**src/design/ptap_pkg.sv**
```systemverilog
// ptap_pkg: shared widths, register codes, payload structs and the arctangent table
// for the pan/tilt angle pipeline. No dependencies.
`default_nettype none

package ptap_pkg;

  // field widths
  localparam int POS_W      = 16;
  localparam int SCALE_W    = 18;
  localparam int OFF_W      = 16;
  localparam int HGT_W      = 16;
  localparam int PAN_W      = 15;
  localparam int TILT_W     = 13;
  localparam int CFG_IDX_W  = 2;
  localparam int CFG_DATA_W = 18;

  // register codes
  localparam logic [CFG_IDX_W-1:0] CFG_SCALE        = 2'd0;
  localparam logic [CFG_IDX_W-1:0] CFG_X_OFFSET     = 2'd1;
  localparam logic [CFG_IDX_W-1:0] CFG_Y_OFFSET     = 2'd2;
  localparam logic [CFG_IDX_W-1:0] CFG_MOUNT_HEIGHT = 2'd3;

  localparam logic [SCALE_W-1:0] SCALE_RST  = 18'd714;
  localparam logic [HGT_W-1:0]   HEIGHT_RST = 16'd2816;

  // internal widths
  localparam int PROD_W = 35;  // pixel times scale
  localparam int MAG_W  = 16;  // |metres| in Q8.8
  localparam int ARG_W  = 24;  // cordic operands, Q8.16
  localparam int CORD_W = 27;  // cordic x/y with gain headroom
  localparam int ATAN_W = 21;
  localparam int ZACC_W = 22;  // angle accumulator, 1/16384 degree
  localparam int ANG_W  = 13;  // first quadrant angle, 1/64 degree
  localparam int SQ_W   = 32;
  localparam int RAD_W  = 48;  // radicand, (x^2 + y^2) << 16
  localparam int ROOT_W = 24;

  localparam logic [ANG_W-1:0] QUARTER = 13'd5760;

  localparam int CORDIC_STAGES_DEF = 16;
  localparam int ATAN_TAB_LEN      = 24;

  typedef struct packed {
    logic [MAG_W-1:0] ax;
    logic [MAG_W-1:0] ay;
    logic             x_neg;
    logic             y_neg;
    logic             origin;
    logic             clip;
  } ptap_pos_t;

  typedef struct packed {
    logic signed [PAN_W-1:0] pan;
    logic                    clip;
  } ptap_res_t;

  // atan(2^-i) in 1/16384 degree, rounded
  function automatic logic [ATAN_W-1:0] atan_entry(input int unsigned idx);
    logic [ATAN_W-1:0] val;
    case (idx)
      0:       val = 21'd737280;
      1:       val = 21'd435242;
      2:       val = 21'd229970;
      3:       val = 21'd116736;
      4:       val = 21'd58595;
      5:       val = 21'd29326;
      6:       val = 21'd14667;
      7:       val = 21'd7334;
      8:       val = 21'd3667;
      9:       val = 21'd1833;
      10:      val = 21'd917;
      11:      val = 21'd458;
      12:      val = 21'd229;
      13:      val = 21'd115;
      14:      val = 21'd57;
      15:      val = 21'd29;
      16:      val = 21'd14;
      17:      val = 21'd7;
      18:      val = 21'd4;
      19:      val = 21'd2;
      20:      val = 21'd1;
      default: val = '0;
    endcase
    return val;
  endfunction

endpackage

`default_nettype wire

```
**src/design/ptap_cordic.sv**
```systemverilog
// ptap_cordic: pipelined vectoring cordic giving the first-quadrant angle of (a, b)
// in 1/64 degree, one rotation per stage, plus a rounding stage. Depends on ptap_pkg.
`default_nettype none

module ptap_cordic #(
  parameter int STAGES = ptap_pkg::CORDIC_STAGES_DEF,
  parameter int SIDE_W = 1
) (
  input  logic                              clk,
  input  logic                              rst_n,
  input  logic                              in_valid,
  output logic                              in_ready,
  input  logic [ptap_pkg::ARG_W-1:0]        in_a,
  input  logic [ptap_pkg::ARG_W-1:0]        in_b,
  input  logic [SIDE_W-1:0]                 in_side,
  output logic                              out_valid,
  input  logic                              out_ready,
  output logic [ptap_pkg::ANG_W-1:0]        out_angle,
  output logic [SIDE_W-1:0]                 out_side
);
  import ptap_pkg::*;

  localparam int NST = STAGES + 1;
  localparam logic signed [ZACC_W-8:0] ZQ_MAX = (ZACC_W-7)'(QUARTER);

  logic [NST-1:0] v_r, v_nxt, v_in;
  logic [NST:0]   en;

  logic signed [CORD_W-1:0] x_r [STAGES];
  logic signed [CORD_W-1:0] y_r [STAGES];
  logic signed [ZACC_W-1:0] z_r [STAGES];
  logic                     za_r [STAGES];
  logic                     zb_r [STAGES];
  logic [SIDE_W-1:0]        side_r [NST];
  logic [ANG_W-1:0]         angle_r, angle_nxt;

  assign en[NST]  = out_ready;
  assign in_ready = en[0];

  assign v_in  = {v_r[NST-2:0], in_valid};
  assign v_nxt = (en[NST-1:0] & v_in) | (~en[NST-1:0] & v_r);

  always_ff @(posedge clk) begin
    if (!rst_n) begin
      v_r <= '0;
    end else begin
      v_r <= v_nxt;
    end
  end

  genvar k;
  generate
    for (k = 0; k < NST; k++) begin : g_en
      assign en[k] = ~v_r[k] | en[k+1];
    end

    for (k = 0; k < STAGES; k++) begin : g_stage
      logic signed [CORD_W-1:0] xi, yi, nx, ny;
      logic signed [ZACC_W-1:0] zi, nz, da;
      logic                     fa, fb;
      logic [SIDE_W-1:0]        si;

      if (k == 0) begin : g_first
        assign xi = $signed({{(CORD_W-ARG_W){1'b0}}, in_a});
        assign yi = $signed({{(CORD_W-ARG_W){1'b0}}, in_b});
        assign zi = '0;
        assign fa = (in_a == '0);
        assign fb = (in_b == '0);
        assign si = in_side;
      end else begin : g_next
        assign xi = x_r[k-1];
        assign yi = y_r[k-1];
        assign zi = z_r[k-1];
        assign fa = za_r[k-1];
        assign fb = zb_r[k-1];
        assign si = side_r[k-1];
      end

      assign da = $signed({1'b0, atan_entry(k)});

      // rotate towards the x axis
      always_comb begin
        if (!yi[CORD_W-1]) begin
          nx = xi + (yi >>> k);
          ny = yi - (xi >>> k);
          nz = zi + da;
        end else begin
          nx = xi - (yi >>> k);
          ny = yi + (xi >>> k);
          nz = zi - da;
        end
      end

      always_ff @(posedge clk) begin
        if (en[k]) begin
          x_r[k]    <= nx;
          y_r[k]    <= ny;
          z_r[k]    <= nz;
          za_r[k]   <= fa;
          zb_r[k]   <= fb;
          side_r[k] <= si;
        end
      end
    end
  endgenerate

  // round to 1/64 degree, clamp to the quadrant, axis cases override
  always_comb begin
    logic signed [ZACC_W:0]   zsum;
    logic signed [ZACC_W-8:0] zq;
    zsum = $signed({z_r[STAGES-1][ZACC_W-1], z_r[STAGES-1]}) + (ZACC_W+1)'(128);
    zq   = zsum[ZACC_W:8];
    if (zb_r[STAGES-1]) begin
      angle_nxt = '0;
    end else if (za_r[STAGES-1]) begin
      angle_nxt = QUARTER;
    end else if (zq[ZACC_W-8]) begin
      angle_nxt = '0;
    end else if (zq > ZQ_MAX) begin
      angle_nxt = QUARTER;
    end else begin
      angle_nxt = zq[ANG_W-1:0];
    end
  end

  always_ff @(posedge clk) begin
    if (en[STAGES]) begin
      angle_r        <= angle_nxt;
      side_r[STAGES] <= side_r[STAGES-1];
    end
  end

  assign out_valid = v_r[NST-1];
  assign out_angle = angle_r;
  assign out_side  = side_r[NST-1];

endmodule

`default_nettype wire

```
**config.mk**
```make
export PLATFORM = sky130hd
export DESIGN_NAME = ptap_cordic
export DESIGN_NICKNAME = d
export VERILOG_FILES = /design/src/design/ptap_pkg.sv /design/src/design/ptap_cordic.sv
export SDC_FILE = /design/constraint.sdc
export NUM_CORES = 2
export LEC_CHECK = 0
export BUFFER_PORTS_ARGS = -buffer_cell sky130_fd_sc_hd__buf_2
export CORE_MARGIN = 4
export CORE_UTILIZATION = 55
export CTS_BUF_LIST = sky130_fd_sc_hd__clkbuf_16
export DETAILED_ROUTE_END_ITERATION = 6
export PLACE_DENSITY = 0.82
export SYNTH_ARGS = -nofsm -noshare
export SYNTH_HDL_FRONTEND = slang
export SYNTH_SLANG_ARGS = --single-unit
export TNS_END_PERCENT = 1
```
**constraint.sdc**
```tcl
create_clock -name clk -period 10.6 [get_ports clk]
set_input_delay 2.12 -clock clk [delete_from_list [all_inputs] [get_ports clk]]
set_output_delay 2.12 -clock clk [all_outputs]
set_load 0.01 [all_outputs]
```
==> out/metrics.cfg <==
[routing]
drcViolationCount = 0
drt-total-wl_um = 227000
wl_per_cell_um = 19.3
drt_pass1_iterations = 6
antenna_left = 0
num_vias = 71000
drtIter0Drc = 5283
via_per_inst = 6.04

[timing]
rsz0062_at_grt = false
slew-limit-headroom_pct = 25.0
layout_worst_path_cycle_share_pct = 75.6
worst_slew_pin_slew_ns = 1.10
fin_tns_setup_ns = 0
period_minus_slack_ns = 8.01
hold_viol = 0
fin_skew_ns = 0.0333
setup_viol = 0
fmax_mhz = 125
slew_violations = 0

[layout]
post-route-util_pct = 59.8
mostFrequentLayoutCells = edfxtp_1 (1088), ha_1 (1033), a21oi_1 (964)
layout-drive-gt1-share_pct = 4.28
finish.net_count = 10600
synthToLayoutAreaGrowth_pct = 8.25
fillerInstances = 13400
final_common_cell = edfxtp_1

[critical_path]
cp_max_fo = 54
critical_path.top_delay_family = simple AND/OR/NAND/NOR gates
r2r_setup_slack_ns = 5.52
timing.rr.end = y_r[1][53]$_DFFE_PP_
path_depth = 14
r2r_start = x_r[1][11]$_DFFE_PP_
cp.required_ns = 8.48
cp_common_cell = and2_1
arrival_ns = 5.89
slowest_delay_ns = 0.42
critPathBufInv = 6
rr_worst_depth = 16
slowest_stage = nor3_1
worstSetupPathType = input port to primary output
crit_end = in_ready
path_cells = buf_2, nor2b_1, inv_2, nor2_1, and2_1, inv_2, nor3_1, buf_4, and2_1, and3_1, and2_1, nand3_2, buf_4, buf_2
startpoint_type = input port
cp-startpoint = out_ready
crit_path_end_kind = primary output

[run]
maxCapViolations = 0

[grt]
grt_overflow = 0
grt_pass1_vias = 69400
grt_pass1_wl_um = 358000
track_usage_pct = 26.1
grt_max_degree = 79
antenna_found_initial = 8

[synth]
synthSimpleGateAreaFrac_pct = 14.0
syn_avg_cell_area_um2 = 9.60
synth-warning-count = 0
synthFlopType = edfxtp_1
synth_edf_count = 1088
synth.area.mux_share_pct = 0.518
synth-xor-area-share_pct = 12.6
yosys.cell_types.count = 90
synth_compound_gate_area_share_pct = 18.2
ys_seq_area_share_pct = 36.7
synth_top_area_share_pct = 36.4
synth_area_leaders = edfxtp_1 (36%), ha_1 (14%), xnor2_1 (8.1%)
yosys.area.top_type = edfxtp_1
synthArstFlopShare_pct = 0
synthAdderAreaFrac_pct = 15.2
synth_top_family_by_area = compound AO/OA/AOI/OAI gates
syn_nets = 10500
synthCells = 9357
synth.cell_area_mm2 = 0.0898
synth_seq_cells = 1105

[worst_hold_path]
worstHoldPathType = flop to flop
whs_path_depth = 0

[clock_network]
cts_setup_buffers = 0
cts.reportedPaths.clkPinSlew_ns = 0.06
post_cts_resized = 0
clkLatencyLatePin_ns = 0.79
postCtsHoldBufs = 0
h-tree-depth = 4
numClockSinks = 1105
cts_tree = done
clock_path_buffers = 3
numCtsBuffers = 131
clockRootBuffer = clkbuf_16

[floorplanning]
rows = 148
fp.dieW_um = 412
die_area_mm2 = 0.170
initial_core_util_pct = 55.3
core_area_mm2 = 0.163
num_io_pins = 69
die_h_um = 412

[place]
gp_congestion = 0.989
place_hpwl_um = 181000
numPortBuffers = 68

[outcome]
outcome = finished clean

-- area by class of cell --
cell class / instances / area (µm²) / area share, %
Clock buffer: 132 / 3300 / 3.40
Tap cell: 2175 / 2720 / 2.80
Multi-Input combinational cell: 7607 / 54400 / 56.0
Inverter: 521 / 1960 / 2.01
Antenna cell: 1 / 2.50 / 0.00257
Timing Repair Buffer: 105 / 618 / 0.636
Clock inverter: 109 / 1180 / 1.22
Sequential cell: 1105 / 33000 / 33.9
-- cells by family (layout without fill, tap and decap cells) --
logic type                 count (synthesis)  count (layout)
buffers and inverters                    645             867
AOI/OAI and AO/OA                       2598            2598
DFF                                     1105            1105
and+or+nand+nor                         2601            2601
muxes                                     44              44
adders and majority gates               1069            1069
other                                      0               1
xor gates and xnor gates                1295            1295
-- flip-flops by register name, summed over array words and instances, names as in the netlist --
name,cells
side_r,17
z_r,288
za_r,16
out_angle,13
v_r,17
x_r,362
zb_r,16
y_r,376
-- worst min path at each step --
stage / from / to / slack (ns)
after global placement: za_r[0][3]$_DFFE_PP_ / za_r[0][4]$_DFFE_PP_ / 0.40
final: z_r[0][53]$_DFFE_PP_ / z_r[0][75]$_DFFE_PP_ / 0.39
after detailed placement: side_r[0][15]$_DFFE_PP_ / side_r[0][16]$_DFFE_PP_ / 0.40
after global routing: z_r[0][49]$_DFFE_PP_ / z_r[0][71]$_DFFE_PP_ / 0.39
after floorplan: side_r[0][9]$_DFFE_PP_ / side_r[0][10]$_DFFE_PP_ / 0.40
after CTS: z_r[0][53]$_DFFE_PP_ / z_r[0][75]$_DFFE_PP_ / 0.38
-- Yosys cell counts, types with 28 or more instances --
cell / count
fa_1: 36
xor2_1: 460
nand2_1: 449
nand3_1: 158
a2111oi_0: 30
ha_1: 1033
nor4_1: 106
and3_1: 103
or4_1: 30
a21oi_1: 964
a21boi_1: 29
or3_1: 59
nand2b_1: 108
nor2b_1: 139
nand4_1: 63
o21bai_1: 140
edfxtp_1: 1088
o21ai_0: 352
o21a_1: 106
a31oi_1: 92
xnor2_1: 835
nor2_1: 887
o211ai_1: 29
o41ai_1: 28
nor3_1: 310
o31ai_1: 36
a21o_1: 359
or2_2: 32
clkbuf_1: 108
and2_1: 68
o21ai_1: 76
a211oi_1: 81
inv_1: 518
-- metal layers --
layer / share of wire (%) / routed length [µm] / vias to the layer above / global-route usage (%)
met5: 0 / 0 / - / 0
met4: 6.9 / 15600 / 0 / 16.1
met3: 4.8 / 10900 / 687 / 3.22
met2: 50 / 114000 / 2175 / 47.6
met1: 38 / 86500 / 33400 / 28.9
li1: - / - / 34800 / -
-- metrics by stage --
| stage | hold slack (ns) | instances | worst slack, ns | instance area (µm²) |
|---|---|---|---|---|
| floorplan | 0.400 | 9357 | 2.78 | 89800 |
| global placement | 0.402 | 11500 | 2.67 | 92800 |
| detailed placement | 0.405 | 11500 | 2.68 | 92800 |
| CTS | 0.383 | 11800 | 2.64 | 97200 |
| global route | 0.390 | 11800 | 2.32 | 97200 |
| finish | 0.390 | 11800 | 2.59 | 97200 |
Power is not shown: default switching activity piles up to over one toggle a cycle in this logic, so the estimate is an artifact.
