<file path="src/design/ptap_pkg.sv">
// ptap_pkg: shared widths, register codes, payload structs and the arctangent table
// for the pan/tilt angle pipeline. No dependencies.
`default_nettype none

package ptap_pkg;

  // field widths
  localparam int POS_W      = 16;
  localparam int SCALE_W    = 18;
  localparam int OFF_W      = 16;
  localparam int HGT_W      = 16;
  localparam int PAN_W      = 15;
  localparam int TILT_W     = 13;
  localparam int CFG_IDX_W  = 2;
  localparam int CFG_DATA_W = 18;

  // register codes
  localparam logic [CFG_IDX_W-1:0] CFG_SCALE        = 2'd0;
  localparam logic [CFG_IDX_W-1:0] CFG_X_OFFSET     = 2'd1;
  localparam logic [CFG_IDX_W-1:0] CFG_Y_OFFSET     = 2'd2;
  localparam logic [CFG_IDX_W-1:0] CFG_MOUNT_HEIGHT = 2'd3;

  localparam logic [SCALE_W-1:0] SCALE_RST  = 18'd714;
  localparam logic [HGT_W-1:0]   HEIGHT_RST = 16'd2816;

  // internal widths
  localparam int PROD_W = 35;  // pixel times scale
  localparam int MAG_W  = 16;  // |metres| in Q8.8
  localparam int ARG_W  = 24;  // cordic operands, Q8.16
  localparam int CORD_W = 27;  // cordic x/y with gain headroom
  localparam int ATAN_W = 21;
  localparam int ZACC_W = 22;  // angle accumulator, 1/16384 degree
  localparam int ANG_W  = 13;  // first quadrant angle, 1/64 degree
  localparam int SQ_W   = 32;
  localparam int RAD_W  = 48;  // radicand, (x^2 + y^2) << 16
  localparam int ROOT_W = 24;

  localparam logic [ANG_W-1:0] QUARTER = 13'd5760;

  localparam int CORDIC_STAGES_DEF = 16;
  localparam int ATAN_TAB_LEN      = 24;

  typedef struct packed {
    logic [MAG_W-1:0] ax;
    logic [MAG_W-1:0] ay;
    logic             x_neg;
    logic             y_neg;
    logic             origin;
    logic             clip;
  } ptap_pos_t;

  typedef struct packed {
    logic signed [PAN_W-1:0] pan;
    logic                    clip;
  } ptap_res_t;

  // atan(2^-i) in 1/16384 degree, rounded
  function automatic logic [ATAN_W-1:0] atan_entry(input int unsigned idx);
    logic [ATAN_W-1:0] val;
    case (idx)
      0:       val = 21'd737280;
      1:       val = 21'd435242;
      2:       val = 21'd229970;
      3:       val = 21'd116736;
      4:       val = 21'd58595;
      5:       val = 21'd29326;
      6:       val = 21'd14667;
      7:       val = 21'd7334;
      8:       val = 21'd3667;
      9:       val = 21'd1833;
      10:      val = 21'd917;
      11:      val = 21'd458;
      12:      val = 21'd229;
      13:      val = 21'd115;
      14:      val = 21'd57;
      15:      val = 21'd29;
      16:      val = 21'd14;
      17:      val = 21'd7;
      18:      val = 21'd4;
      19:      val = 21'd2;
      20:      val = 21'd1;
      default: val = '0;
    endcase
    return val;
  endfunction

endpackage

`default_nettype wire

</file>
<file path="src/design/ptap_front.sv">
// ptap_front: two-stage scaling of pixel position to saturated Q8.8 metres,
// with magnitudes, signs and clip flag. Depends on ptap_pkg.
`default_nettype none

module ptap_front (
  input  logic                                clk,
  input  logic                                rst_n,
  input  logic                                in_valid,
  output logic                                in_ready,
  input  logic signed [ptap_pkg::POS_W-1:0]   in_pos_x,
  input  logic signed [ptap_pkg::POS_W-1:0]   in_pos_y,
  input  logic        [ptap_pkg::SCALE_W-1:0] scale,
  input  logic signed [ptap_pkg::OFF_W-1:0]   x_offset,
  input  logic signed [ptap_pkg::OFF_W-1:0]   y_offset,
  output logic                                out_valid,
  input  logic                                out_ready,
  output ptap_pkg::ptap_pos_t                 out_pos
);
  import ptap_pkg::*;

  localparam int NST = 2;

  logic [NST-1:0] v_r, v_nxt, v_in;
  logic [NST:0]   en;

  logic signed [PROD_W-1:0] prod_x_r, prod_y_r;
  ptap_pos_t                pos_r, pos_nxt;

  // round, subtract offset, saturate; returns {clip, value}
  function automatic logic [MAG_W:0] to_metres(input logic signed [PROD_W-1:0] prod,
                                               input logic signed [OFF_W-1:0]  off);
    logic signed [PROD_W:0]   rnd;
    logic signed [PROD_W-8:0] sh;
    logic signed [PROD_W-7:0] diff;
    logic                     in_rng;
    logic [MAG_W-1:0]         val;
    rnd    = $signed({prod[PROD_W-1], prod}) + (PROD_W+1)'(128);
    sh     = rnd[PROD_W:8];
    diff   = $signed({sh[PROD_W-8], sh})
           - $signed({{(PROD_W-6-OFF_W){off[OFF_W-1]}}, off});
    in_rng = (&diff[PROD_W-7:MAG_W-1]) | ~(|diff[PROD_W-7:MAG_W-1]);
    if (in_rng) begin
      val = diff[MAG_W-1:0];
    end else if (diff[PROD_W-7]) begin
      val = {1'b1, {(MAG_W-1){1'b0}}};
    end else begin
      val = {1'b0, {(MAG_W-1){1'b1}}};
    end
    return {~in_rng, val};
  endfunction

  assign en[NST]  = out_ready;
  assign en[1]    = ~v_r[1] | en[2];
  assign en[0]    = ~v_r[0] | en[1];
  assign in_ready = en[0];

  assign v_in  = {v_r[NST-2:0], in_valid};
  assign v_nxt = (en[NST-1:0] & v_in) | (~en[NST-1:0] & v_r);

  always_ff @(posedge clk) begin
    if (!rst_n) begin
      v_r <= '0;
    end else begin
      v_r <= v_nxt;
    end
  end

  always_ff @(posedge clk) begin
    if (en[0]) begin
      prod_x_r <= PROD_W'(in_pos_x) * PROD_W'($signed({1'b0, scale}));
      prod_y_r <= PROD_W'(in_pos_y) * PROD_W'($signed({1'b0, scale}));
    end
  end

  always_comb begin
    logic [MAG_W:0] mx, my;
    mx = to_metres(prod_x_r, x_offset);
    my = to_metres(prod_y_r, y_offset);
    pos_nxt.x_neg  = mx[MAG_W-1];
    pos_nxt.y_neg  = my[MAG_W-1];
    pos_nxt.ax     = mx[MAG_W-1] ? (~mx[MAG_W-1:0] + 1'b1) : mx[MAG_W-1:0];
    pos_nxt.ay     = my[MAG_W-1] ? (~my[MAG_W-1:0] + 1'b1) : my[MAG_W-1:0];
    pos_nxt.origin = (mx[MAG_W-1:0] == '0) && (my[MAG_W-1:0] == '0);
    pos_nxt.clip   = mx[MAG_W] | my[MAG_W];
  end

  always_ff @(posedge clk) begin
    if (en[1]) begin
      pos_r <= pos_nxt;
    end
  end

  assign out_valid = v_r[NST-1];
  assign out_pos   = pos_r;

endmodule

`default_nettype wire

</file>
<file path="config.mk">
export PLATFORM = sky130hd
export DESIGN_NAME = ptap_front
export DESIGN_NICKNAME = d
export VERILOG_FILES = /design/src/design/ptap_pkg.sv /design/src/design/ptap_front.sv
export SDC_FILE = /design/constraint.sdc
export NUM_CORES = 2
export LEC_CHECK = 0
export ABC_AREA = 1
export BUFFER_PORTS_ARGS = -buffer_cell sky130_fd_sc_hd__clkbuf_2
export CORE_ASPECT_RATIO = 0.8
export CORE_MARGIN = 2
export CORE_UTILIZATION = 23
export DETAILED_ROUTE_END_ITERATION = 8
export GPL_TIMING_DRIVEN = 0
export SETUP_SLACK_MARGIN = 0.05
export SLEW_MARGIN = 10
export SYNTH_ARGS = -nofsm -noshare
export SYNTH_HDL_FRONTEND = slang
export SYNTH_SLANG_ARGS = --single-unit
export TNS_END_PERCENT = 20
</file>
<file path="constraint.sdc">
create_clock -name clk -period 8.6 [get_ports clk]
set_clock_uncertainty 0.2 [all_clocks]
set_input_delay 0 -clock clk [delete_from_list [all_inputs] [get_ports clk]]
set_output_delay 0 -clock clk [all_outputs]
set_load 0.1 [all_outputs]
</file>
==> key figures <==
Clocking
  – Clock-pin slew reported for the worst setup and hold paths after clock tree synthesis: 0.08 ns
  – Total CTS buffers: 9
  – CTS Root Buffer Type: sky130_fd_sc_hd__clkbuf_16
  – Clock tree from TritonCTS: done
  – Post-cts gate resize count: 0
  – Insertion delay to the later sink of the worst-skew pair: between 0.3 and 0.4 ns
  – H-tree depth: 3
  – Post-CTS Setup Inserts: 0
  – Clock sink total: 94
  – Number of buffers on the longest clock path: 2

Synth
  – Share of synthesized registers carrying an async set or reset: 0
  – Avg Cell Area, Syn: a little over 7 sq um
  – Number of distinct library cells after synthesis: 55
  – Count of flip-flops with a built-in enable after synthesis: 92
  – Area of the mapped netlist: between 20000 and 30000 sq um
  – Most frequently used flop master after synthesis: sky130_fd_sc_hd__edfxtp_1
  – Number of instances in the synthesized netlist: around 4100
  – Synth warn: 0
  – Share of the yosys chip area belonging to registers: 0.0939
  – Post-Syn Nets: approximately 5000
  – Number of storage elements in the synthesis netlist: 94

Global route
  – Via count of the first global-routing pass: ~25000
  – First-pass GRT wire length: around 140000 microns
  – Remaining global-route overflow: 0
  – Met2 track utilization from global routing: 0.190
  – Met1 usage: 0.215
  – Met3 usage: 0.0348
  – Busiest layer in global routing: met1
  – Largest net degree at the start of global routing: 32
  – Antenna violations before repair: 24
  – GRT Util Overall: 0.138

Status
  – Result of the run: complete, no violations

Placement
  – Routability congestion estimate from global placement: around 0.93
  – Post-DP HPWL: 78600 microns
  – IO buf count: 93
  – Place WS: approximately 1.2 ns

STA
  – Worst-Margin Slew: between 1 and 1.5 ns
  – Part of the cycle the worst path needs: 0.836
  – Final slew viol count: 0
  – Worst setup slack after layout: 1.41 ns
  – Post-layout min period: just over 7 ns
  – Worst slew slack as a fraction of its limit: 0.223
  – Post-Route Hold Slack: about 0.027 ns
  – Number of setup violations in the final report: 0
  – Final-layout setup total negative slack: 0 ns
  – Fmax: 139 MHz
  – Setup repair after global routing missed its margin: no
  – Final hold viol count: 0

Routing
  – Vias per std cell: 4.33
  – Count of vias placed by the detailed router: 26000
  – Per-cell routed wire length: 15.0 microns
  – DRT antenna net count: 0
  – Number of design rule violations left after detail routing: 0
  – First drt pass iteration count: 5
  – Routed Wire Length: 90300 microns
  – Number of DRC markers in iteration 0: 2168

Setup path
  – Endpoint kind of the worst setup timing path: flop
  – Required time of the critical path: between 8 and 9 ns
  – Startpoint Class: input pin
  – Crit path max fanout: 10
  – Worst path most repeated cell: sky130_fd_sc_hd__fa_1
  – Critical path data arrival time: 7.14 ns
  – CP cell instances: clkbuf_2 > clkbuf_1 > nand2_1 > inv_1 > fa_1 > inv_1 > fa_1 > fa_1 > inv_1 > fa_1 > fa_1 > inv_1 > fa_1 > inv_1 > ha_1 > nand2_1 > nor2_1 > nand2_1 > o211ai_1 > a21oi_1 > o31ai_1 > a31oi_1 > o21ai_0 > xor2_1
  – Critical path's slowest cell: sky130_fd_sc_hd__clkbuf_1
  – Setup CP Type: in2reg
  – Maximum single-stage delay on the critical path: slightly below 0.9 ns

Cells and area
  – P&R area growth vs syn: 10.4%
  – # nets final: 5093
  – Number of filler instances in the final layout: ~14000
  – Proportion of layout cells with a drive suffix above 1: 0.0521
  – Final Core Density: 0.255

Floorplanning
  – Overall die width: just over 400 microns
  – Number of primary I/O pins: 124
  – Vertical die dimension: 326 microns
  – Area of the die: between 100000 and 150000 sq um
  – Placeable core region: between 100000 and 150000 sq um
  – Num rows: about 120
  – Initial Utilization: 0.231

Min path
  – Hold/Removal Path Class: in2reg

Job
  – Number of maximum-capacitance constraint violations: 0
[cells in the final DEF, fill, tap and decap left out, drive strengths merged, types with 5 or more instances in the layout]
cell type / instances
nand2: 1212
inv: 1163
fa: 444
ha: 306
clkbuf: 200
nor2: 197
a21oi: 131
nand3: 131
xor2: 103
edfxtp: 92
o21ai: 51
xnor2: 42
nand4: 35
nor3: 35
buf: 29
a21o: 8
o21bai: 8
o21a: 7
a31oi: 7
dlygate4sd3: 6
nand3b: 5
o211ai: 5
[path summary, 6_finish.rpt]
| path | start | end | slack, ns | depth (start not counted) |
|---|---|---|---|---|
| worst max register to register | prod_x_r[7] | out_pos[32] | 1.87 | 39 |
| worst max-delay path | scale[8] | prod_x_r[29] | 1.41 | 24 |
| worst min register to register | flop | out_pos[4] | 0.53 | 1 |
| worst min-delay path | y_offset[1] | out_pos[5] | 0.03 | 5 |
[through the flow]
step / cells / cell area [sq um]
2_1_floorplan: 4145 / 29800
3_3_place_gp: 5978 / 32500
3_5_place_dp: 5980 / 32500
4_1_cts: 6002 / 32900
5_1_grt: 6004 / 32900
6_report: 6005 / 32900
[Yosys cell counts, types with 35 or more instances]
master                     number  share of area
sky130_fd_sc_hd__clkbuf_1      98          0.012
sky130_fd_sc_hd__fa_1         444           0.30
sky130_fd_sc_hd__edfxtp_1      92          0.093
sky130_fd_sc_hd__nand2_1     1173           0.15
sky130_fd_sc_hd__xor2_1       103          0.030
sky130_fd_sc_hd__o21ai_0       45         0.0075
sky130_fd_sc_hd__xnor2_1       42          0.012
sky130_fd_sc_hd__ha_1         306           0.13
sky130_fd_sc_hd__a21oi_1      128          0.021
sky130_fd_sc_hd__inv_1       1152           0.14
sky130_fd_sc_hd__nor2_1       169          0.021
sky130_fd_sc_hd__nand3_1      121          0.020
sky130_fd_sc_hd__nand4_1       35         0.0073
[kinds of logic (layout without fill, tap and decap cells)]
logic type,after synthesis,after routing,synth area share
XOR/XNOR,145,145,0.0426
adder cells (fa/ha/maj),750,750,0.426
other,0,3,0
buffers and inverters,1287,1404,0.164
AO/OA/AOI/OAI,239,239,0.0455
AND/OR/NAND/NOR,1630,1630,0.228
flip-flops,94,94,0.0939
[state kept, by name, indices dropped and copies added, names as in the netlist, named ones only]
name      flops
out_pos      36
prod_x_r     28
prod_y_r     28
[critical path, delay by kind of cell]
family	cells	cell delay, ns
AOI/OAI and AO/OA	5	1.92
xor gates and xnor gates	1	0.10
adders and majority gates	7	3.17
buffers and inverters	7	1.50
and+or+nand+nor	4	0.42
[final cells by class]
class                           instances  area [sq um]  share of cell area
Antenna cell                            3          7.51            0.000228
Buffer                                125           524              0.0159
Clock buffer                            9           225             0.00684
Clock inverter                          7           120             0.00365
Inverter                             1162          4360               0.132
Multi-Input combinational cell       2764         22200               0.673
Sequential cell                        94          2800              0.0851
Tap cell                             1740          2180              0.0661
Timing Repair Buffer                  101           566              0.0172
[routing by layer]
layer / up-vias / wire, microns
met5: - / 253
met3: 90 / 9120
li1: 12400 / -
met2: 927 / 34800
met1: 12500 / 44700
met4: 40 / 1390
[what timing repair did]
action                     4_1_cts  5_1_grt
hold buffers                     6        0
setup endpoints to repair        0        0
hold endpoints to repair         9        0
Power is not shown: default switching activity piles up to over one toggle a cycle in this logic, so the estimate is an artifact.
