<file path="src/design/ptap_pkg.sv">
// ptap_pkg: shared widths, register codes, payload structs and the arctangent table
// for the pan/tilt angle pipeline. No dependencies.
`default_nettype none

package ptap_pkg;

  // field widths
  localparam int POS_W      = 16;
  localparam int SCALE_W    = 18;
  localparam int OFF_W      = 16;
  localparam int HGT_W      = 16;
  localparam int PAN_W      = 15;
  localparam int TILT_W     = 13;
  localparam int CFG_IDX_W  = 2;
  localparam int CFG_DATA_W = 18;

  // register codes
  localparam logic [CFG_IDX_W-1:0] CFG_SCALE        = 2'd0;
  localparam logic [CFG_IDX_W-1:0] CFG_X_OFFSET     = 2'd1;
  localparam logic [CFG_IDX_W-1:0] CFG_Y_OFFSET     = 2'd2;
  localparam logic [CFG_IDX_W-1:0] CFG_MOUNT_HEIGHT = 2'd3;

  localparam logic [SCALE_W-1:0] SCALE_RST  = 18'd714;
  localparam logic [HGT_W-1:0]   HEIGHT_RST = 16'd2816;

  // internal widths
  localparam int PROD_W = 35;  // pixel times scale
  localparam int MAG_W  = 16;  // |metres| in Q8.8
  localparam int ARG_W  = 24;  // cordic operands, Q8.16
  localparam int CORD_W = 27;  // cordic x/y with gain headroom
  localparam int ATAN_W = 21;
  localparam int ZACC_W = 22;  // angle accumulator, 1/16384 degree
  localparam int ANG_W  = 13;  // first quadrant angle, 1/64 degree
  localparam int SQ_W   = 32;
  localparam int RAD_W  = 48;  // radicand, (x^2 + y^2) << 16
  localparam int ROOT_W = 24;

  localparam logic [ANG_W-1:0] QUARTER = 13'd5760;

  localparam int CORDIC_STAGES_DEF = 16;
  localparam int ATAN_TAB_LEN      = 24;

  typedef struct packed {
    logic [MAG_W-1:0] ax;
    logic [MAG_W-1:0] ay;
    logic             x_neg;
    logic             y_neg;
    logic             origin;
    logic             clip;
  } ptap_pos_t;

  typedef struct packed {
    logic signed [PAN_W-1:0] pan;
    logic                    clip;
  } ptap_res_t;

  // atan(2^-i) in 1/16384 degree, rounded
  function automatic logic [ATAN_W-1:0] atan_entry(input int unsigned idx);
    logic [ATAN_W-1:0] val;
    case (idx)
      0:       val = 21'd737280;
      1:       val = 21'd435242;
      2:       val = 21'd229970;
      3:       val = 21'd116736;
      4:       val = 21'd58595;
      5:       val = 21'd29326;
      6:       val = 21'd14667;
      7:       val = 21'd7334;
      8:       val = 21'd3667;
      9:       val = 21'd1833;
      10:      val = 21'd917;
      11:      val = 21'd458;
      12:      val = 21'd229;
      13:      val = 21'd115;
      14:      val = 21'd57;
      15:      val = 21'd29;
      16:      val = 21'd14;
      17:      val = 21'd7;
      18:      val = 21'd4;
      19:      val = 21'd2;
      20:      val = 21'd1;
      default: val = '0;
    endcase
    return val;
  endfunction

endpackage

`default_nettype wire

</file>
<file path="src/design/ptap_isqrt.sv">
// ptap_isqrt: pipelined range computation, floor(sqrt((ax^2 + ay^2) << 16)),
// squares, a sum stage, then one root bit per stage. Depends on ptap_pkg.
`default_nettype none

module ptap_isqrt #(
  parameter int SIDE_W = 1
) (
  input  logic                          clk,
  input  logic                          rst_n,
  input  logic                          in_valid,
  output logic                          in_ready,
  input  logic [ptap_pkg::MAG_W-1:0]    in_ax,
  input  logic [ptap_pkg::MAG_W-1:0]    in_ay,
  input  logic [SIDE_W-1:0]             in_side,
  output logic                          out_valid,
  input  logic                          out_ready,
  output logic [ptap_pkg::ROOT_W-1:0]   out_root,
  output logic [SIDE_W-1:0]             out_side
);
  import ptap_pkg::*;

  localparam int NST = ROOT_W + 2;
  localparam int T_W = RAD_W + 2;

  logic [NST-1:0] v_r, v_nxt, v_in;
  logic [NST:0]   en;

  logic [SQ_W-1:0]   sq_x_r, sq_y_r;
  logic [RAD_W-1:0]  rad_r;
  logic [RAD_W-1:0]  rem_r  [ROOT_W];
  logic [ROOT_W-1:0] root_r [ROOT_W];
  logic [SIDE_W-1:0] side_r [NST];

  assign en[NST]  = out_ready;
  assign in_ready = en[0];

  assign v_in  = {v_r[NST-2:0], in_valid};
  assign v_nxt = (en[NST-1:0] & v_in) | (~en[NST-1:0] & v_r);

  always_ff @(posedge clk) begin
    if (!rst_n) begin
      v_r <= '0;
    end else begin
      v_r <= v_nxt;
    end
  end

  always_ff @(posedge clk) begin
    if (en[0]) begin
      sq_x_r    <= SQ_W'(in_ax) * SQ_W'(in_ax);
      sq_y_r    <= SQ_W'(in_ay) * SQ_W'(in_ay);
      side_r[0] <= in_side;
    end
  end

  // both squares are at most 2^30, so the sum fits
  always_ff @(posedge clk) begin
    if (en[1]) begin
      rad_r     <= {(sq_x_r + sq_y_r), {(RAD_W-SQ_W){1'b0}}};
      side_r[1] <= side_r[0];
    end
  end

  genvar k, j;
  generate
    for (k = 0; k < NST; k++) begin : g_en
      assign en[k] = ~v_r[k] | en[k+1];
    end

    for (j = 0; j < ROOT_W; j++) begin : g_bit
      localparam int KB = ROOT_W - 1 - j;
      logic [RAD_W-1:0]  ri, rn;
      logic [ROOT_W-1:0] qi, qn;
      logic [T_W-1:0]    trial;
      logic              take;

      if (j == 0) begin : g_first
        assign ri = rad_r;
        assign qi = '0;
      end else begin : g_next
        assign ri = rem_r[j-1];
        assign qi = root_r[j-1];
      end

      // (q + 2^kb)^2 - q^2 = q * 2^(kb+1) + 2^(2kb)
      assign trial = (T_W'(qi) << (KB + 1)) + (T_W'(1) << (2 * KB));
      assign take  = ({2'b00, ri} >= trial);
      assign rn    = take ? (ri - trial[RAD_W-1:0]) : ri;
      assign qn    = take ? (qi | (ROOT_W'(1) << KB)) : qi;

      always_ff @(posedge clk) begin
        if (en[j+2]) begin
          rem_r[j]    <= rn;
          root_r[j]   <= qn;
          side_r[j+2] <= side_r[j+1];
        end
      end
    end
  endgenerate

  assign out_valid = v_r[NST-1];
  assign out_root  = root_r[ROOT_W-1];
  assign out_side  = side_r[NST-1];

endmodule

`default_nettype wire

</file>
<file path="config.mk">
export PLATFORM = sky130hd
export DESIGN_NAME = ptap_isqrt
export DESIGN_NICKNAME = d
export VERILOG_FILES = /design/src/design/ptap_pkg.sv /design/src/design/ptap_isqrt.sv
export SDC_FILE = /design/constraint.sdc
export NUM_CORES = 2
export LEC_CHECK = 0
export ABC_AREA = 0
export BUFFER_PORTS_ARGS = -buffer_cell sky130_fd_sc_hd__buf_2
export CAP_MARGIN = 30
export CELL_PAD_IN_SITES_DETAIL_PLACEMENT = 1
export CELL_PAD_IN_SITES_GLOBAL_PLACEMENT = 1
export CORE_ASPECT_RATIO = 1.5
export CORE_MARGIN = 3
export CORE_UTILIZATION = 45
export CTS_CLUSTER_DIAMETER = 40
export CTS_CLUSTER_SIZE = 24
export DETAILED_ROUTE_END_ITERATION = 6
export GPL_ROUTABILITY_DRIVEN = 0
export PLACE_DENSITY_LB_ADDON = 0.1
export SLEW_MARGIN = 40
export SYNTH_ARGS = -nofsm -noshare
export SYNTH_HDL_FRONTEND = slang
export SYNTH_SLANG_ARGS = --single-unit
</file>
<file path="constraint.sdc">
create_clock -name clk -period 9.5 [get_ports clk]
set_input_delay 1.9 -clock clk [delete_from_list [all_inputs] [get_ports clk]]
set_output_delay 1.9 -clock clk [all_outputs]
set_load 0.01 [all_outputs]
</file>
==> run summary <==
initial core utilization: 45.3%
Sinks on Clock Net: 1231
mean post-synth cell area: 11.5 sq um
count of final setup violators: 0
DRT antenna net count: 0
post-synthesis share of cell area spent on full adders, half adders and majority gates: 18.1%
pin slew with the least headroom to its limit: 0.856 ns
fin cells: 8847
share of the clock period used by the worst path: 82.2%
post-synthesis cell type with the largest combined area: sky130_fd_sc_hd__edfxtp_1
Die Y-Extent: 504 microns
Area contributors post-synth: sky130_fd_sc_hd__edfxtp_1 49%, sky130_fd_sc_hd__fa_1 9.0%, sky130_fd_sc_hd__ha_1 9.0%, sky130_fd_sc_hd__inv_1 4.7%, sky130_fd_sc_hd__xnor2_1 3.7%
worst-case vdd ir drop: 0.359 mV
count of input and output buffers: 63
Inserted Clock Buffers: 136
Synth Area in XOR/XNOR: 6.26%
Synth warnings: 0
area overhead of the layout relative to synthesis: 10.6%
compound-cell area share of the yosys netlist: 8.85%
number of optimization iterations in the first detailed-route pass: 5
slowest stage delay, CP: 0.70 ns
arrival time of the worst setup path: 8.43 ns
number of different library cells in the post-synthesis netlist: 92
Worst Path Class, Setup: in -> reg
TritonCTS clock tree: built
result of the run: finished clean
H-tree lvl count: 4
relative max-transition margin: 42.5%
highest net fanout along the worst path: 16
final hold violation count: 0
post-synthesis cell count: 6473
setup repair after global routing missed its margin: no
global-route congestion overflow total: 0
Top FF cell, synth: sky130_fd_sc_hd__edfxtp_1
cts hold-fix bufs: 0
fraction of layout cells with a size suffix above 1: 7.16%
number of global-route vias before repair: 54000
post-synthesis share of cell area spent on and, or, nand and nor gates: 11.5%
count of flip-flops with a built-in enable after synthesis: 1205
aggregate global-route resource usage: 21.7%
final routed wire length divided by cell count: 20.6 microns
ys async rst share: 0%
cell chain of the critical path: buf_2, and2_1, fa_1, inv_1, fa_1, inv_1, fa_1, inv_1, fa_1, inv_1, fa_1, inv_1, fa_1, inv_1, ha_1, o41ai_1, o31ai_1, a221o_1, a41oi_1, a21oi_1, a2111o_1, o211ai_1
main combinational cell family by area after synthesis: adder cells
endpoint class of the critical path: flop
Max Slew Vio Count: 0
drt initial violations: 1575
clock transition at the registers of the reported paths: 0.07 ns
number of standard-cell rows in the floorplan: 182
Chip Width: 338 microns
placed instance area: 77300 sq um
number of cells in the design after placement: 8592
clock skew: 0.0257 ns
category of cells accounting for the largest share of critical-path delay: adder cells
clock tree buffer depth: 3
Max Freq: 128 MHz
cell leakage power: 35.6 nW
# resized after CTS: 0
library cell contributing the largest single delay on the critical path: sky130_fd_sc_hd__o41ai_1
Post-Syn Area: 74300 sq um
placed wire-length estimate: 149000 microns
fillcell total: 17200
Design Area, Final: 82200 sq um
part of the Yosys area used for sequential elements: 49.4%
fraction of synthesized cell area taken by the top area cell type: 48.7%
core outline area: 164000 sq um
mux cell area share after synthesis: 0.720%
number of placed I/O pins: 64
Die ar.: 170000 sq um
max-cap violations: 0
number of antenna violations at the first check in global routing: 5
sum of negative setup slack: 0 ns
Clk Latency, worst-skew pair: 0.78 ns
# DRC: 0
synthesized flop and latch total: 1231
Period minus WS final: 7.81 ns
number of nets in the layout: 7524
kind of launch point of the worst setup path: input port
register-to-register setup slack: 4.85 ns
routed wire length: 183000 microns
number of buffers and inverters on the critical path: 7
Worst Hold Class: reg -> reg
power per cell area: 368 nW/um^2
via count: 48000
post-synthesis net count: 7383
maximum number of pins on one net before global-route repair: 64
master cell of the clock root buffer: sky130_fd_sc_hd__clkbuf_16
worst hold margin: 0.419 ns
critical path data required time: 10.12 ns
via/cell ratio: 5.43
global-route wire length before repair: 285000 microns
Post-CTS Setup Inserts: 0
## synth_stat cells, types with 9 or more instances
| cell type | n |
|---|---|
| sky130_fd_sc_hd__xor2_1 | 217 |
| sky130_fd_sc_hd__a21boi_0 | 30 |
| sky130_fd_sc_hd__edfxtp_1 | 1205 |
| sky130_fd_sc_hd__nor4_1 | 112 |
| sky130_fd_sc_hd__dfxtp_1 | 26 |
| sky130_fd_sc_hd__a211oi_1 | 34 |
| sky130_fd_sc_hd__nand4b_1 | 16 |
| sky130_fd_sc_hd__a21o_1 | 125 |
| sky130_fd_sc_hd__nor2_1 | 373 |
| sky130_fd_sc_hd__o211ai_1 | 17 |
| sky130_fd_sc_hd__a211o_1 | 10 |
| sky130_fd_sc_hd__o21ai_0 | 253 |
| sky130_fd_sc_hd__o21bai_1 | 27 |
| sky130_fd_sc_hd__a21oi_1 | 299 |
| sky130_fd_sc_hd__nor2b_1 | 61 |
| sky130_fd_sc_hd__inv_1 | 927 |
| sky130_fd_sc_hd__or4_1 | 16 |
| sky130_fd_sc_hd__or2_2 | 29 |
| sky130_fd_sc_hd__ha_1 | 537 |
| sky130_fd_sc_hd__and2_1 | 100 |
| sky130_fd_sc_hd__xnor2_1 | 314 |
| sky130_fd_sc_hd__nand4_1 | 46 |
| sky130_fd_sc_hd__clkbuf_1 | 92 |
| sky130_fd_sc_hd__nand3b_1 | 19 |
| sky130_fd_sc_hd__nor3_1 | 154 |
| sky130_fd_sc_hd__fa_1 | 336 |
| sky130_fd_sc_hd__o21a_1 | 90 |
| sky130_fd_sc_hd__a31oi_1 | 17 |
| sky130_fd_sc_hd__or3_1 | 42 |
| sky130_fd_sc_hd__nor4b_1 | 9 |
| sky130_fd_sc_hd__mux2_2 | 43 |
| sky130_fd_sc_hd__nand3_1 | 79 |
| sky130_fd_sc_hd__nor3b_1 | 18 |
| sky130_fd_sc_hd__nand2_1 | 500 |
| sky130_fd_sc_hd__nand2b_1 | 81 |
| sky130_fd_sc_hd__o21ai_1 | 12 |
| sky130_fd_sc_hd__and3_1 | 33 |
| sky130_fd_sc_hd__o31ai_1 | 37 |
## registers in the layout, summed over array words and instances, names as in the netlist
name      cells
root_r      300
side_r       26
g_bit.ri     32
sq_y_r       31
sq_x_r       31
v_r          26
rem_r       785
## placed cells by master (no fill, tap or decap), types with 46 or more instances in the layout
| cell type | count |
|---|---|
| sky130_fd_sc_hd__edfxtp_1 | 1205 |
| sky130_fd_sc_hd__inv_1 | 921 |
| sky130_fd_sc_hd__ha_1 | 537 |
| sky130_fd_sc_hd__nand2_1 | 495 |
| sky130_fd_sc_hd__nor2_1 | 372 |
| sky130_fd_sc_hd__fa_1 | 336 |
| sky130_fd_sc_hd__xnor2_1 | 314 |
| sky130_fd_sc_hd__a21oi_1 | 299 |
| sky130_fd_sc_hd__o21ai_0 | 253 |
| sky130_fd_sc_hd__xor2_1 | 217 |
| sky130_fd_sc_hd__nor3_1 | 153 |
| sky130_fd_sc_hd__clkbuf_16 | 138 |
| sky130_fd_sc_hd__a21o_1 | 125 |
| sky130_fd_sc_hd__nor4_1 | 108 |
| sky130_fd_sc_hd__and2_1 | 99 |
| sky130_fd_sc_hd__o21a_1 | 90 |
| sky130_fd_sc_hd__nand2b_1 | 81 |
| sky130_fd_sc_hd__nand3_1 | 75 |
| sky130_fd_sc_hd__buf_2 | 63 |
| sky130_fd_sc_hd__nor2b_1 | 61 |
| sky130_fd_sc_hd__nand4_1 | 46 |
## worst paths after layout
| check | from | endpoint | depth (start not counted) |
|---|---|---|---|
| min | side_r[0][9] | side_r[0][10] | 0 |
| min reg2reg | side_r[0][9] | side_r[0][10] | 0 |
| max reg2reg | rem_r[17][12] | rem_r[18][25] | 11 |
| max | in_ay[10] | sq_y_r[28] | 22 |
## through the flow
| step | power [mW] | util [%] | worst slack (ns) |
|---|---|---|---|
| finish | 30.3 | 50.1 | 1.69 |
| global route | 32.6 | 50.1 | 1.36 |
| floorplan | 20.2 | - | 1.36 |
| CTS | 30.7 | 50.1 | 1.74 |
| global placement | 24.4 | 47.1 | 1.01 |
| detailed placement | 25.0 | 47.2 | 0.888 |
## layer usage
metal	wire length [microns]	vias up	share of wire, %	GRT usage (%)
li1	-	22800	-	-
met1	52500	24100	29	16.7
met2	114000	626	63	48.0
met3	3650	439	2.0	2.20
met4	12000	0	6.6	12.8
met5	0	-	0	0
## report_power, final
part	total [mW]	switching, mW	leakage (nW)	internal [mW]
sequential	10.8	1.64	12.2	9.19
combinational	13.9	8.07	21.1	5.81
clock	5.57	2.43	2.33	3.13
total	30.3	12.1	35.6	18.1
## cell type report
| type | count | area, sq um | area share, % |
|---|---|---|---|
| sequential | 1231 | 36700 | 44.7 |
| multi-input combinational | 4210 | 33900 | 41.2 |
| clock buffer | 150 | 3510 | 4.27 |
| inverter | 927 | 3480 | 4.24 |
| tap | 2116 | 2650 | 3.22 |
| clock inverter | 103 | 1310 | 1.60 |
| timing repair buffer | 108 | 669 | 0.814 |
| antenna | 2 | 5.00 | 0.00609 |
## kinds of logic after synthesis
family                     count (synthesis)
AOI/OAI and AO/OA                       1040
xor gates and xnor gates                 531
adders and majority gates                873
buffers and inverters                   1032
DFF                                     1231
muxes                                     48
and+or+nand+nor                         1718
Power figures use the tool's default switching activity.
